**src/design/rqt_pkg.sv**
```systemverilog
`timescale 1ns / 1ps
`default_nettype none

package rqt_pkg;

    // read length limit and fixed field widths
    localparam int MAX_READ_LEN = 4096;
    localparam int Q_W          = 8;
    localparam int MINLEN_W     = 13;
    localparam int OUT_W        = 12;
    localparam int CFG_DATA_W   = 13;
    localparam int CFG_INDEX_W  = 2;

    typedef enum logic [1:0] {
        MODE_NONE  = 2'd0,
        MODE_RIGHT = 2'd1,
        MODE_BOTH  = 2'd2,
        MODE_RUN   = 2'd3
    } mode_t;

    typedef enum logic [CFG_INDEX_W-1:0] {
        REG_THRESHOLD = 2'd0,
        REG_MIN_LENGTH = 2'd1,
        REG_TRIM_MODE = 2'd2
    } reg_index_t;

    typedef struct packed {
        logic [Q_W-1:0]      threshold;
        logic [MINLEN_W-1:0] min_length;
        mode_t               mode;
    } cfg_t;

    localparam logic [Q_W-1:0]      THRESHOLD_RESET  = 8'd48;
    localparam logic [MINLEN_W-1:0] MIN_LENGTH_RESET = 13'd25;
    localparam mode_t               MODE_RESET       = MODE_RIGHT;

endpackage

`default_nettype wire

```
**src/design/rqt_tracker.sv**
```systemverilog
`timescale 1ns / 1ps
`default_nettype none

module rqt_tracker #(
    parameter int MAX_READ_LEN = rqt_pkg::MAX_READ_LEN,
    localparam int POS_W = $clog2(MAX_READ_LEN + 1),
    localparam int IDX_W = $clog2(MAX_READ_LEN),
    localparam int SUM_W = $clog2(MAX_READ_LEN * 255 + 1) + 1
) (
    input  wire logic                        clk,
    input  wire logic                        rst_n,
    input  wire logic [rqt_pkg::Q_W-1:0]     threshold,
    input  wire logic                        base_valid,
    input  wire logic [rqt_pkg::Q_W-1:0]     base_quality,
    input  wire logic                        base_last,
    input  wire logic                        snap_ready,
    output logic                             snap_free,
    output logic                             snap_valid,
    output logic [POS_W-1:0]                 snap_len,
    output logic signed [SUM_W-1:0]          snap_total,
    output logic signed [SUM_W-1:0]          snap_min,
    output logic [IDX_W-1:0]                 snap_min_idx,
    output logic signed [SUM_W-1:0]          snap_max,
    output logic [IDX_W-1:0]                 snap_max_idx,
    output logic [IDX_W-1:0]                 snap_run_begin,
    output logic [POS_W-1:0]                 snap_run_len
);

    // running per-read trackers
    logic [POS_W-1:0]        pos_reg, pos_next;
    logic signed [SUM_W-1:0] sum_reg, sum_next;
    logic signed [SUM_W-1:0] min_reg, min_next;
    logic [IDX_W-1:0]        min_idx_reg, min_idx_next;
    logic signed [SUM_W-1:0] max_reg, max_next;
    logic [IDX_W-1:0]        max_idx_reg, max_idx_next;
    logic                    in_run_reg, in_run_next;
    logic [IDX_W-1:0]        run_begin_reg, run_begin_next;
    logic [IDX_W-1:0]        best_begin_reg, best_begin_next;
    logic [POS_W-1:0]        best_len_reg, best_len_next;

    // snapshot of a finished read
    logic                    snap_valid_reg, snap_valid_next;
    logic [POS_W-1:0]        snap_len_reg;
    logic signed [SUM_W-1:0] snap_total_reg;
    logic signed [SUM_W-1:0] snap_min_reg;
    logic [IDX_W-1:0]        snap_min_idx_reg;
    logic signed [SUM_W-1:0] snap_max_reg;
    logic [IDX_W-1:0]        snap_max_idx_reg;
    logic [IDX_W-1:0]        snap_run_begin_reg;
    logic [POS_W-1:0]        snap_run_len_reg;

    // updated values before the end-of-read clear
    logic [POS_W-1:0]        upd_pos;
    logic signed [SUM_W-1:0] upd_sum;
    logic signed [SUM_W-1:0] upd_min;
    logic [IDX_W-1:0]        upd_min_idx;
    logic signed [SUM_W-1:0] upd_max;
    logic [IDX_W-1:0]        upd_max_idx;
    logic                    upd_in_run;
    logic [IDX_W-1:0]        upd_run_begin;
    logic [IDX_W-1:0]        upd_best_begin;
    logic [POS_W-1:0]        upd_best_len;

    logic                    take;
    logic                    first;
    logic                    good;
    logic [IDX_W-1:0]        idx;
    logic signed [rqt_pkg::Q_W:0] diff;
    logic signed [SUM_W-1:0] sum_add;
    logic [POS_W-1:0]        run_len;
    logic                    load_snap;

    assign take  = pos_reg < POS_W'(MAX_READ_LEN);
    assign first = pos_reg == '0;
    assign idx   = pos_reg[IDX_W-1:0];
    assign good  = base_quality >= threshold;
    assign diff  = $signed({1'b0, threshold} - {1'b0, base_quality});
    assign sum_add = sum_reg + SUM_W'(diff);

    always_comb
    begin
        upd_pos        = pos_reg;
        upd_sum        = sum_reg;
        upd_min        = min_reg;
        upd_min_idx    = min_idx_reg;
        upd_max        = max_reg;
        upd_max_idx    = max_idx_reg;
        upd_in_run     = in_run_reg;
        upd_run_begin  = run_begin_reg;
        upd_best_begin = best_begin_reg;
        upd_best_len   = best_len_reg;
        run_len        = '0;
        if (take)
        begin
            upd_pos = pos_reg + 1'b1;
            upd_sum = sum_add;
            if (first)
            begin
                upd_min     = sum_add;
                upd_min_idx = '0;
                upd_max     = sum_add;
                upd_max_idx = '0;
            end
            else
            begin
                if (sum_add < min_reg)
                begin
                    upd_min     = sum_add;
                    upd_min_idx = idx;
                end
                if (sum_add > max_reg)
                begin
                    upd_max     = sum_add;
                    upd_max_idx = idx;
                end
            end
            upd_in_run = good;
            if (good && !in_run_reg)
            begin
                upd_run_begin = idx;
            end
            run_len = POS_W'(idx) - POS_W'(upd_run_begin) + 1'b1;
            if (good && (run_len > best_len_reg))
            begin
                upd_best_len   = run_len;
                upd_best_begin = upd_run_begin;
            end
        end
    end

    assign snap_free = !snap_valid_reg || snap_ready;
    assign load_snap = base_valid && base_last;

    always_comb
    begin
        pos_next        = pos_reg;
        sum_next        = sum_reg;
        min_next        = min_reg;
        min_idx_next    = min_idx_reg;
        max_next        = max_reg;
        max_idx_next    = max_idx_reg;
        in_run_next     = in_run_reg;
        run_begin_next  = run_begin_reg;
        best_begin_next = best_begin_reg;
        best_len_next   = best_len_reg;
        if (base_valid)
        begin
            if (base_last)
            begin
                pos_next        = '0;
                sum_next        = '0;
                min_next        = '0;
                min_idx_next    = '0;
                max_next        = '0;
                max_idx_next    = '0;
                in_run_next     = 1'b0;
                run_begin_next  = '0;
                best_begin_next = '0;
                best_len_next   = '0;
            end
            else
            begin
                pos_next        = upd_pos;
                sum_next        = upd_sum;
                min_next        = upd_min;
                min_idx_next    = upd_min_idx;
                max_next        = upd_max;
                max_idx_next    = upd_max_idx;
                in_run_next     = upd_in_run;
                run_begin_next  = upd_run_begin;
                best_begin_next = upd_best_begin;
                best_len_next   = upd_best_len;
            end
        end
    end

    always_comb
    begin
        if (load_snap)
        begin
            snap_valid_next = 1'b1;
        end
        else if (snap_ready)
        begin
            snap_valid_next = 1'b0;
        end
        else
        begin
            snap_valid_next = snap_valid_reg;
        end
    end

    always_ff @(posedge clk or negedge rst_n)
    begin
        if (!rst_n)
        begin
            pos_reg        <= '0;
            sum_reg        <= '0;
            min_reg        <= '0;
            min_idx_reg    <= '0;
            max_reg        <= '0;
            max_idx_reg    <= '0;
            in_run_reg     <= 1'b0;
            run_begin_reg  <= '0;
            best_begin_reg <= '0;
            best_len_reg   <= '0;
            snap_valid_reg <= 1'b0;
        end
        else
        begin
            pos_reg        <= pos_next;
            sum_reg        <= sum_next;
            min_reg        <= min_next;
            min_idx_reg    <= min_idx_next;
            max_reg        <= max_next;
            max_idx_reg    <= max_idx_next;
            in_run_reg     <= in_run_next;
            run_begin_reg  <= run_begin_next;
            best_begin_reg <= best_begin_next;
            best_len_reg   <= best_len_next;
            snap_valid_reg <= snap_valid_next;
        end
    end

    always_ff @(posedge clk)
    begin
        if (load_snap)
        begin
            snap_len_reg       <= upd_pos;
            snap_total_reg     <= upd_sum;
            snap_min_reg       <= upd_min;
            snap_min_idx_reg   <= upd_min_idx;
            snap_max_reg       <= upd_max;
            snap_max_idx_reg   <= upd_max_idx;
            snap_run_begin_reg <= upd_best_begin;
            snap_run_len_reg   <= upd_best_len;
        end
    end

    assign snap_valid     = snap_valid_reg;
    assign snap_len       = snap_len_reg;
    assign snap_total     = snap_total_reg;
    assign snap_min       = snap_min_reg;
    assign snap_min_idx   = snap_min_idx_reg;
    assign snap_max       = snap_max_reg;
    assign snap_max_idx   = snap_max_idx_reg;
    assign snap_run_begin = snap_run_begin_reg;
    assign snap_run_len   = snap_run_len_reg;

endmodule

`default_nettype wire

```
**src/design/rqt_resolve.sv**
```systemverilog
`timescale 1ns / 1ps
`default_nettype none

module rqt_resolve #(
    parameter int MAX_READ_LEN = rqt_pkg::MAX_READ_LEN,
    localparam int POS_W = $clog2(MAX_READ_LEN + 1),
    localparam int IDX_W = $clog2(MAX_READ_LEN),
    localparam int SUM_W = $clog2(MAX_READ_LEN * 255 + 1) + 1
) (
    input  wire logic                           clk,
    input  wire logic                           rst_n,
    input  wire logic [rqt_pkg::MINLEN_W-1:0]   min_length,
    input  wire rqt_pkg::mode_t                 mode,
    input  wire logic                           snap_valid,
    output logic                                snap_ready,
    input  wire logic [POS_W-1:0]               snap_len,
    input  wire logic signed [SUM_W-1:0]        snap_total,
    input  wire logic signed [SUM_W-1:0]        snap_min,
    input  wire logic [IDX_W-1:0]               snap_min_idx,
    input  wire logic signed [SUM_W-1:0]        snap_max,
    input  wire logic [IDX_W-1:0]               snap_max_idx,
    input  wire logic [IDX_W-1:0]               snap_run_begin,
    input  wire logic [POS_W-1:0]               snap_run_len,
    output logic                                out_valid,
    input  wire logic                           out_ready,
    output logic [rqt_pkg::OUT_W-1:0]           trim_start,
    output logic [rqt_pkg::OUT_W-1:0]           trim_end,
    output logic                                keep_read
);

    localparam int OutW = rqt_pkg::OUT_W;
    localparam int CmpW = ((POS_W + 1 > rqt_pkg::MINLEN_W) ? POS_W + 1 : rqt_pkg::MINLEN_W) + 1;

    logic                 out_valid_reg, out_valid_next;
    logic [OutW-1:0]      start_reg;
    logic [OutW-1:0]      end_reg;
    logic                 keep_reg;

    logic [POS_W-1:0]     start_val;
    logic [POS_W-1:0]     end_val;
    logic                 right_cut;
    logic                 left_step;
    logic                 keep_val;
    logic                 load;

    assign right_cut = snap_total > snap_min;
    assign left_step = snap_total < snap_max;

    always_comb
    begin
        start_val = '0;
        end_val   = snap_len - 1'b1;
        unique case (mode)
            rqt_pkg::MODE_NONE:
            begin
                start_val = '0;
            end
            rqt_pkg::MODE_RIGHT, rqt_pkg::MODE_BOTH:
            begin
                if (right_cut)
                begin
                    end_val = POS_W'(snap_min_idx);
                end
                if (mode == rqt_pkg::MODE_BOTH)
                begin
                    start_val = POS_W'(snap_max_idx) + POS_W'(left_step);
                end
            end
            rqt_pkg::MODE_RUN:
            begin
                if (snap_run_len != '0)
                begin
                    start_val = POS_W'(snap_run_begin);
                    end_val   = POS_W'(snap_run_begin) + snap_run_len - 1'b1;
                end
                else
                begin
                    end_val = '0;
                end
            end
            default:
            begin
                start_val = '0;
            end
        endcase
    end

    // signed length test rewritten as end + 1 >= start + min_length
    assign keep_val = (CmpW'(end_val) + 1'b1) >= (CmpW'(start_val) + CmpW'(min_length));

    assign snap_ready = !out_valid_reg || out_ready;
    assign load       = snap_valid && snap_ready;

    always_comb
    begin
        if (load)
        begin
            out_valid_next = 1'b1;
        end
        else if (out_ready)
        begin
            out_valid_next = 1'b0;
        end
        else
        begin
            out_valid_next = out_valid_reg;
        end
    end

    always_ff @(posedge clk or negedge rst_n)
    begin
        if (!rst_n)
        begin
            out_valid_reg <= 1'b0;
        end
        else
        begin
            out_valid_reg <= out_valid_next;
        end
    end

    always_ff @(posedge clk)
    begin
        if (load)
        begin
            start_reg <= OutW'(start_val);
            end_reg   <= OutW'(end_val);
            keep_reg  <= keep_val;
        end
    end

    assign out_valid  = out_valid_reg;
    assign trim_start = start_reg;
    assign trim_end   = end_reg;
    assign keep_read  = keep_reg;

endmodule

`default_nettype wire

```
**src/design/read_quality_trimmer.sv**
```systemverilog
`timescale 1ns / 1ps
`default_nettype none

// read quality trimmer
//
// input channel (in_valid / in_ready): one transaction per base, carrying the
// raw quality byte and a last_base mark on the final base of a read
// output channel (out_valid / out_ready): one transaction per read, giving
// the first and last kept base index and the keep flag
// config port: cfg_write with cfg_index / cfg_data, taken on the clock edge,
// 0 quality_threshold, 1 min_length, 2 trim_mode; write only while idle
//
// throughput: one base per cycle, sustained unless a last base finds the snapshot
// full, set by the update of the running prefix sum, its first minimum and maximum
// and the run tracker; a finished read moves from the input register through the
// tracker stage to the result register
// bases past MAX_READ_LEN are dropped but their last_base mark still ends the read
//
// when the receiver stalls, up to two finished reads wait (tracker snapshot and
// result register) while bases of the next read keep streaming; in_ready drops
// only when a third last base would have nowhere to go
// reset clears all trackers and restores the register defaults (48, 25, mode 1)

module read_quality_trimmer #(
    parameter int MAX_READ_LEN = rqt_pkg::MAX_READ_LEN
) (
    input  wire logic                              clk,
    input  wire logic                              rst_n,
    input  wire logic                              cfg_write,
    input  wire logic [rqt_pkg::CFG_INDEX_W-1:0]   cfg_index,
    input  wire logic [rqt_pkg::CFG_DATA_W-1:0]    cfg_data,
    input  wire logic                              in_valid,
    output logic                                   in_ready,
    input  wire logic [rqt_pkg::Q_W-1:0]           quality_code,
    input  wire logic                              last_base,
    output logic                                   out_valid,
    input  wire logic                              out_ready,
    output logic [rqt_pkg::OUT_W-1:0]              trim_start,
    output logic [rqt_pkg::OUT_W-1:0]              trim_end,
    output logic                                   keep_read
);

    localparam int POS_W = $clog2(MAX_READ_LEN + 1);
    localparam int IDX_W = $clog2(MAX_READ_LEN);
    localparam int SUM_W = $clog2(MAX_READ_LEN * 255 + 1) + 1;

    // configuration registers
    rqt_pkg::cfg_t cfg_reg, cfg_next;

    // input register
    logic                     in_valid_reg, in_valid_next;
    logic [rqt_pkg::Q_W-1:0]  quality_reg;
    logic                     last_reg;

    logic                     in_fire;
    logic                     advance;
    logic                     snap_free;

    // snapshot between tracker and resolve stages
    logic                     snap_valid;
    logic                     snap_ready;
    logic [POS_W-1:0]         snap_len;
    logic signed [SUM_W-1:0]  snap_total;
    logic signed [SUM_W-1:0]  snap_min;
    logic [IDX_W-1:0]         snap_min_idx;
    logic signed [SUM_W-1:0]  snap_max;
    logic [IDX_W-1:0]         snap_max_idx;
    logic [IDX_W-1:0]         snap_run_begin;
    logic [POS_W-1:0]         snap_run_len;

    // register writes, unused indices are ignored
    always_comb
    begin
        cfg_next = cfg_reg;
        if (cfg_write)
        begin
            unique case (cfg_index)
                rqt_pkg::REG_THRESHOLD:
                begin
                    cfg_next.threshold = cfg_data[rqt_pkg::Q_W-1:0];
                end
                rqt_pkg::REG_MIN_LENGTH:
                begin
                    cfg_next.min_length = cfg_data[rqt_pkg::MINLEN_W-1:0];
                end
                rqt_pkg::REG_TRIM_MODE:
                begin
                    cfg_next.mode = rqt_pkg::mode_t'(cfg_data[1:0]);
                end
                default:
                begin
                    cfg_next = cfg_reg;
                end
            endcase
        end
    end

    // a plain base always moves on; a last base needs room in the snapshot
    assign advance  = in_valid_reg && (!last_reg || snap_free);
    assign in_ready = !in_valid_reg || advance;
    assign in_fire  = in_valid && in_ready;

    always_comb
    begin
        if (in_fire)
        begin
            in_valid_next = 1'b1;
        end
        else if (advance)
        begin
            in_valid_next = 1'b0;
        end
        else
        begin
            in_valid_next = in_valid_reg;
        end
    end

    always_ff @(posedge clk or negedge rst_n)
    begin
        if (!rst_n)
        begin
            cfg_reg.threshold  <= rqt_pkg::THRESHOLD_RESET;
            cfg_reg.min_length <= rqt_pkg::MIN_LENGTH_RESET;
            cfg_reg.mode       <= rqt_pkg::MODE_RESET;
            in_valid_reg       <= 1'b0;
        end
        else
        begin
            cfg_reg      <= cfg_next;
            in_valid_reg <= in_valid_next;
        end
    end

    always_ff @(posedge clk)
    begin
        if (in_fire)
        begin
            quality_reg <= quality_code;
            last_reg    <= last_base;
        end
    end

    rqt_tracker #(
        .MAX_READ_LEN (MAX_READ_LEN)
    ) u_tracker (
        .clk            (clk),
        .rst_n          (rst_n),
        .threshold      (cfg_reg.threshold),
        .base_valid     (advance),
        .base_quality   (quality_reg),
        .base_last      (last_reg),
        .snap_ready     (snap_ready),
        .snap_free      (snap_free),
        .snap_valid     (snap_valid),
        .snap_len       (snap_len),
        .snap_total     (snap_total),
        .snap_min       (snap_min),
        .snap_min_idx   (snap_min_idx),
        .snap_max       (snap_max),
        .snap_max_idx   (snap_max_idx),
        .snap_run_begin (snap_run_begin),
        .snap_run_len   (snap_run_len)
    );

    rqt_resolve #(
        .MAX_READ_LEN (MAX_READ_LEN)
    ) u_resolve (
        .clk            (clk),
        .rst_n          (rst_n),
        .min_length     (cfg_reg.min_length),
        .mode           (cfg_reg.mode),
        .snap_valid     (snap_valid),
        .snap_ready     (snap_ready),
        .snap_len       (snap_len),
        .snap_total     (snap_total),
        .snap_min       (snap_min),
        .snap_min_idx   (snap_min_idx),
        .snap_max       (snap_max),
        .snap_max_idx   (snap_max_idx),
        .snap_run_begin (snap_run_begin),
        .snap_run_len   (snap_run_len),
        .out_valid      (out_valid),
        .out_ready      (out_ready),
        .trim_start     (trim_start),
        .trim_end       (trim_end),
        .keep_read      (keep_read)
    );

endmodule

`default_nettype wire

```
**config.mk**
```make
export PLATFORM = sky130hd
export DESIGN_NAME = read_quality_trimmer
export DESIGN_NICKNAME = d
export VERILOG_FILES = /design/src/design/rqt_pkg.sv /design/src/design/rqt_tracker.sv /design/src/design/rqt_resolve.sv /design/src/design/read_quality_trimmer.sv
export SDC_FILE = /design/constraint.sdc
export NUM_CORES = 1
export LEC_CHECK = 0
export CORE_AREA = 2 2 177 197
export DETAILED_ROUTE_END_ITERATION = 16
export DIE_AREA = 0 0 179 199
export DONT_BUFFER_PORTS = 1
export PLACE_DENSITY = 0.74
export REMOVE_ABC_BUFFERS = 1
export SYNTH_ARGS = -nofsm -noshare
export SYNTH_HDL_FRONTEND = slang
export SYNTH_HIERARCHICAL = 1
export SYNTH_SLANG_ARGS = --single-unit
```
**constraint.sdc**
```tcl
create_clock -name clk -period 7.9 [get_ports clk]
set_input_delay 1.975 -clock clk [delete_from_list [all_inputs] [get_ports clk]]
set_output_delay 1.975 -clock clk [all_outputs]
set_load 0.05 [all_outputs]
```
# ---- Word level (Yosys, flattened, before mapping)
# Index checks and enable logic that the tools add are counted.
dict set report op_classes {
  n_mul 0
  n_bitwise 0
  add_sub_neg 11
  n_reduce_logical 28
  n_eq_ne 5
  order_cmp 8
  shifts 0
  muxes 44
  div_mod_pow 0
}
# operator count
set ops {}
lappend ops {{$mux 21} 10}
lappend ops {{$mux 12} 16}
lappend ops {{$mux 13} 8}
lappend ops {{$gt 21x21->1} 2}
lappend ops {{$lt 21x21->1} 2}
lappend ops {{$pmux 13 s3} 1}
lappend ops {{$add 13x1->13 const B} 2}
lappend ops {{$pmux 13 s2} 1}
lappend ops {{$sub 13x1->13 const B} 2}
lappend ops {{$add 21x9->21} 1}
lappend ops {{$ge 15x15->1} 1}
lappend ops {{$add 13x1->14 const B} 1}
lappend ops {{$add 13x13->14} 1}
lappend ops {{$add 12x1->13} 1}
lappend ops {{$add 12x13->13} 1}
lappend ops {{$gt 13x13->1} 1}
lappend ops {{$logic_not 13->1} 1}
lappend ops {{$lt 13x13->1 const B} 1}
lappend ops {{$reduce_bool 13->1} 1}
lappend ops {{$sub 12x12->13} 1}
lappend ops {{$sub 8x8->9} 1}
lappend ops {{$ge 8x8->1} 1}
lappend ops {{$mux 1} 8}
lappend ops {{$reduce_and 2->1} 4}
lappend ops {{other kinds (8)} 27}
dict set report word_totals {
  ram_bits 0
  elab_cells 125
  latch_bits 0
  inputBits 29
  regBits 323
  romBits 0
  mem_count 0
}

# ---- Depth between registers and ports, before layout
dict set report logic_depth {
  depth_word 11
  mapped_depth 34
  depth_no_buf 34
}

# ---- By module
# Netlist, hierarchy kept.
# mod instances seq_area_each_um2 cells_per_inst area_per_inst_um2
set by_module_without_submodules {}
lappend by_module_without_submodules {rqt_tracker 1 7231.9 1218 14005.9}
lappend by_module_without_submodules {rqt_resolve 1 775.7 582 4677.0}
lappend by_module_without_submodules {read_quality_trimmer 1 878.3 65 1222.4}

# ---- Worst setup path before layout
# Ideal clock, no wire load.
dict set report synth_timing {
  kind {register to register}
  startpoint {register quality_reg[1] (netlist bit)}
  endpoint {register u_tracker.snap_run_len_reg[11] (netlist: u_tracker/snap_run_len[11]), data pin}
  setup_ns 0.260
  slack_ns 1.592
  t_arrival_ns 6.049
  required_ns 7.640
  path_buffers 2
  stages_incl_launch_ff 30
  cell_sequence {edfxtp_1 -> inv_1 -> ha_1 -> nor2b_1 -> o21ai_1 -> a21boi_1 -> o41ai_2 -> o21ai_2 -> nor2_2 -> mux2i_1 -> inv_1 -> ha_1 -> inv_1 -> ha_1 -> fa_1 -> a21o_1 -> a21oi_1 -> nor2b_1 -> o21a_1 -> o41ai_1 -> o211ai_1 -> ha_1 -> nand4_1 -> nor2_1 -> a21boi_0 -> o21ai_1 -> nor2_1 -> buf_2 -> buf_2 -> mux2_2}
}
dict set report synth_between {
  elab_chain_cells 10
}
# element line_no
set synth_lines {}
lappend synth_lines {{start, declared} read_quality_trimmer.sv:52} ;# logic [rqt_pkg::Q_W-1:0] quality_reg;
lappend synth_lines {{start signal, assigned} read_quality_trimmer.sv:139} ;# quality_reg <= quality_code;
lappend synth_lines {{$ge 8x8->1 *} rqt_tracker.sv:76} ;# assign good = base_quality >= threshold;
lappend synth_lines {{$logic_and 1x1->1} rqt_tracker.sv:118} ;# if (good && !in_run_reg)
lappend synth_lines {{$mux 12} rqt_tracker.sv:118}
lappend synth_lines {{$mux 12} rqt_tracker.sv:93} ;# if (take)
lappend synth_lines {{$sub 12x12->13} rqt_tracker.sv:122} ;# run_len = POS_W'(idx) - POS_W'(upd_run_begin) + 1'b1;
lappend synth_lines {{$add 13x1->13} rqt_tracker.sv:122}
lappend synth_lines {{$gt 13x13->1} rqt_tracker.sv:123} ;# if (good && (run_len > best_len_reg))
lappend synth_lines {{$logic_and 1x1->1} rqt_tracker.sv:123}
lappend synth_lines {{$mux 13 *} rqt_tracker.sv:123}
lappend synth_lines {{$mux 13 *} rqt_tracker.sv:93}
lappend synth_lines {{via u_tracker.upd_best_len[11]} rqt_tracker.sv:62} ;# logic [POS_W-1:0] upd_best_len;
lappend synth_lines {{end signal, assigned} rqt_tracker.sv:236} ;# snap_run_len_reg <= upd_best_len;
lappend synth_lines {{end, declared} rqt_tracker.sv:50} ;# logic [POS_W-1:0] snap_run_len_reg;
# Mark *: on every way through the listed nets, which the timed path passes. The rest lies on a longest branch. The select of a mux whose other input is x is not followed.
# A chain may end at the register's enable or synchronous reset.

# ---- Worst setup path after layout
dict set report layout_timing {
  startpoint {register quality_reg[1] (netlist bit)}
  endpoint {register u_tracker.best_len_reg[3]}
}
dict set report layout_between {
  elab_chain_cells 11
}
# element line_no
set layout_lines {}
lappend layout_lines {{$ge 8x8->1 *} rqt_tracker.sv:76}
lappend layout_lines {{$logic_and 1x1->1} rqt_tracker.sv:118}
lappend layout_lines {{$mux 12} rqt_tracker.sv:118}
lappend layout_lines {{$mux 12} rqt_tracker.sv:93}
lappend layout_lines {{$sub 12x12->13} rqt_tracker.sv:122}
lappend layout_lines {{$add 13x1->13} rqt_tracker.sv:122}
lappend layout_lines {{$gt 13x13->1} rqt_tracker.sv:123}
lappend layout_lines {{$logic_and 1x1->1} rqt_tracker.sv:123}
lappend layout_lines {{$mux 13 *} rqt_tracker.sv:123}
lappend layout_lines {{$mux 13 *} rqt_tracker.sv:93}
lappend layout_lines {{via u_tracker.upd_best_len[3]} rqt_tracker.sv:62}
lappend layout_lines {{$mux 13 *} rqt_tracker.sv:148} ;# if (base_last)
lappend layout_lines {{end signal, assigned} rqt_tracker.sv:220} ;# best_len_reg <= best_len_next;
lappend layout_lines {{end, declared} rqt_tracker.sv:39} ;# logic [POS_W-1:0] best_len_reg, best_len_next;
# Marked as above.

==> out/qor.yml <==
timing:
  worstMarginPinSlew_ns: 1.12
  fin_crit_ns: 7.11
  rsz0062_at_grt: "no"
  skew_ns: 0.0199
  whs_ns: 0.492
  setup_viol: 0
  finalHoldViolCount: 0
  min_period_over_period_pct: 90.0
  fmax_ghz: 0.141
  slew_violations: 0
  slew-limit-headroom_pct: 25.7
  setup_ws_ns: 0.787
worst_setup_path:
  crit_type: "reg2reg"
  required_ns: 8.32
  critPathMaxFanout: 19
  cp_common_cell: "ha_1"
  critPathMaxStageDelay_ns: 0.51
  setup.worst_path.end_class: "flip-flop"
  crit_path_start_kind: "flip-flop"
  crit_slowest_cell: "o21ai_2"
  cp_data_arrival_time_ns: 7.53
layout:
  final_cell_mix: "ha_1, inv_1, edfxtp_1"
  multiInputGateArea_um2: 9970
  nets: 2087
  n_antenna_cell: 0
  largest_register_ffs: 23
  final_area_um2: 21600
  final-seq-area_um2: 8890
  layout-drive-gt1-share_pct: 9.68
  fillers: 2591
  area_growth_pct: 8.55
  layout_commonest_cell: "ha_1"
  post-route-util_pct: 64.2
yosys:
  ys.warnings.count: 6
  ys_seq_area_share_pct: 44.6
  synth_ff_type: "edfxtp_1"
  yosys.cell_types.count: 99
  syn_avg_cell_area_um2: 10.7
  synth_edf_count: 159
  ys_ff_latch: 323
  synthArstFlopShare_pct: 50.8
  synthesis.area_um2: 19900
  syn-instance-count: 1865
floorplan:
  start_util_pct: 59.1
  placeableCoreArea_um2: 33700
  die_w_um: 179
  die-area_um2: 35600
  fp.dieH_um: 199
  rows: 71
  ioPinCount: 56
global_route:
  track_usage_pct: 27.5
  grt_pass1_vias: 14400
  gr-total-overflow: 0
  grt_max_degree: 165
  antenna_found_initial: 0
  grt_pass1_wl_um: 76300
detailed_routing:
  wl_um: 47800
  ant_nets: 0
  dr.pass1.iters: 5
  via_per_inst: 6.21
  drtIter0Drc: 1155
  routed-via-count: 14400
  drcViolationCount: 0
  routedWlPerCell_um: 20.6
clock_network:
  cts_tree: "built"
  cts_buffers: 36
  cts_sinks: 323
  ctsLongestPathBuffers: 3
  ctsHoldBuffers: 0
  clkLatencyLatePin_ns: 0.53
  clockRootBuffer: "clkbuf_16"
  htree_levels: 2
  ctsResizeCount: 0
  path_clk_slew_ns: 0.06
  cts_setup_buffers: 0
pwr:
  leakagePower_nw: 9.53
  powerDensity_nw_per_um2: 488
  p_total_mw: 10.5
  vdd_drop_max_v: 0.000329
placement:
  place_congestion: 0.927
  dp_hpwl_um: 34600
  port-buffer-count: 0
  placed_area_um2: 20400
  dp_slack_ns: 0.839
job:
  maxCapViolations: 0
outcome:
  status: "finished clean"
hold_path:
  hold_path_class: "reg2reg"
==> final timing paths <==
kind	from	end	slack, ns	cells after the start
max in group asynchronous	rst_n	cfg_reg[2]	6.42	0
hold / removal	u_tracker/max_idx_reg[5]	u_tracker/max_idx_reg[5]	0.49	1
min in group asynchronous	rst_n	u_tracker/max_reg[11]	1.15	0
hold reg to reg	u_tracker/max_idx_reg[5]	u_tracker/max_idx_reg[5]	0.49	1
setup / recovery	quality_reg[1]	u_tracker/best_len_reg[3]	0.79	29
setup reg to reg	quality_reg[1]	u_tracker/best_len_reg[3]	0.79	29
==> critical path: cells and delay by family, from the launching register on <==
family / cells / cell delay [ns]
AO/OA/AOI/OAI: 12 / 2.87
adder cells (fa/ha/maj): 5 / 1.54
buffers and inverters: 4 / 0.52
flip-flops: 1 / 0.37
multiplexers: 2 / 0.72
AND/OR/NAND/NOR: 6 / 0.99
==> metal layers <==
layer / track usage (%) / vias up / part of all wire, %
met3: 3.23 / 115 / 4.5
met5: 0 / - / 0
met4: 12.7 / 0 / 4.7
li1: - / 6777 / -
met2: 47.1 / 447 / 50
met1: 34.8 / 7071 / 41
==> layout make-up <==
class | count | share of cell area [%]
clock inverter | 14 | 0.759
timing repair buffer | 28 | 0.973
multi-input combinational | 1262 | 46.2
inverter | 202 | 3.52
clock buffer | 52 | 4.93
sequential | 323 | 41.1
tap | 438 | 2.54
==> synthesized netlist by cell type (11+ instances only) <==
cell,count,area share (%)
buf_1,11,0.21
dfrtp_1,158,20
nand4_1,17,0.53
nand2b_1,15,0.47
mux2_1,23,1.3
nor2b_1,17,0.53
nand3_1,33,0.83
o21a_1,14,0.53
buf_2,16,0.40
a22oi_1,13,0.49
ha_1,200,13
mux2_2,42,2.4
a21oi_1,83,2.1
xnor2_1,56,2.5
clkbuf_1,48,0.91
nor2_1,86,1.6
o2bb2ai_1,14,0.62
nand2_1,133,2.5
a21o_1,33,1.2
a22o_1,102,4.5
mux2i_1,16,0.80
a32o_1,29,1.5
and2_1,11,0.35
edfxtp_1,159,24
nor3_1,28,0.70
xor2_1,39,1.7
o21ai_1,60,1.5
o21ai_0,29,0.73
inv_1,199,3.8
==> cells by family (layout without fill, tap and decap cells) <==
kind of cell	count (synthesis)	in the layout	share of synthesized area, %
DFF	323	323	44.6
muxes	83	83	4.63
and+or+nand+nor	413	413	10.5
AOI/OAI and AO/OA	464	464	17.3
xor gates and xnor gates	97	97	4.34
adders and majority gates	205	205	13.1
buffers and inverters	280	296	5.47
==> through the flow <==
stage	instances	TNS (ns)
finish	2319	0
global route	2319	0
CTS	2319	0
detailed placement	2253	0
global placement	2253	0
floorplan	1787	-4.65
==> where the power goes <==
group	internal (mW)	switching, mW
Clock	1.04	0.682
Combinational	2.42	3.57
Sequential	2.46	0.369
Total	5.92	4.62
No activity file was read; power rests on OpenSTA's default activity.
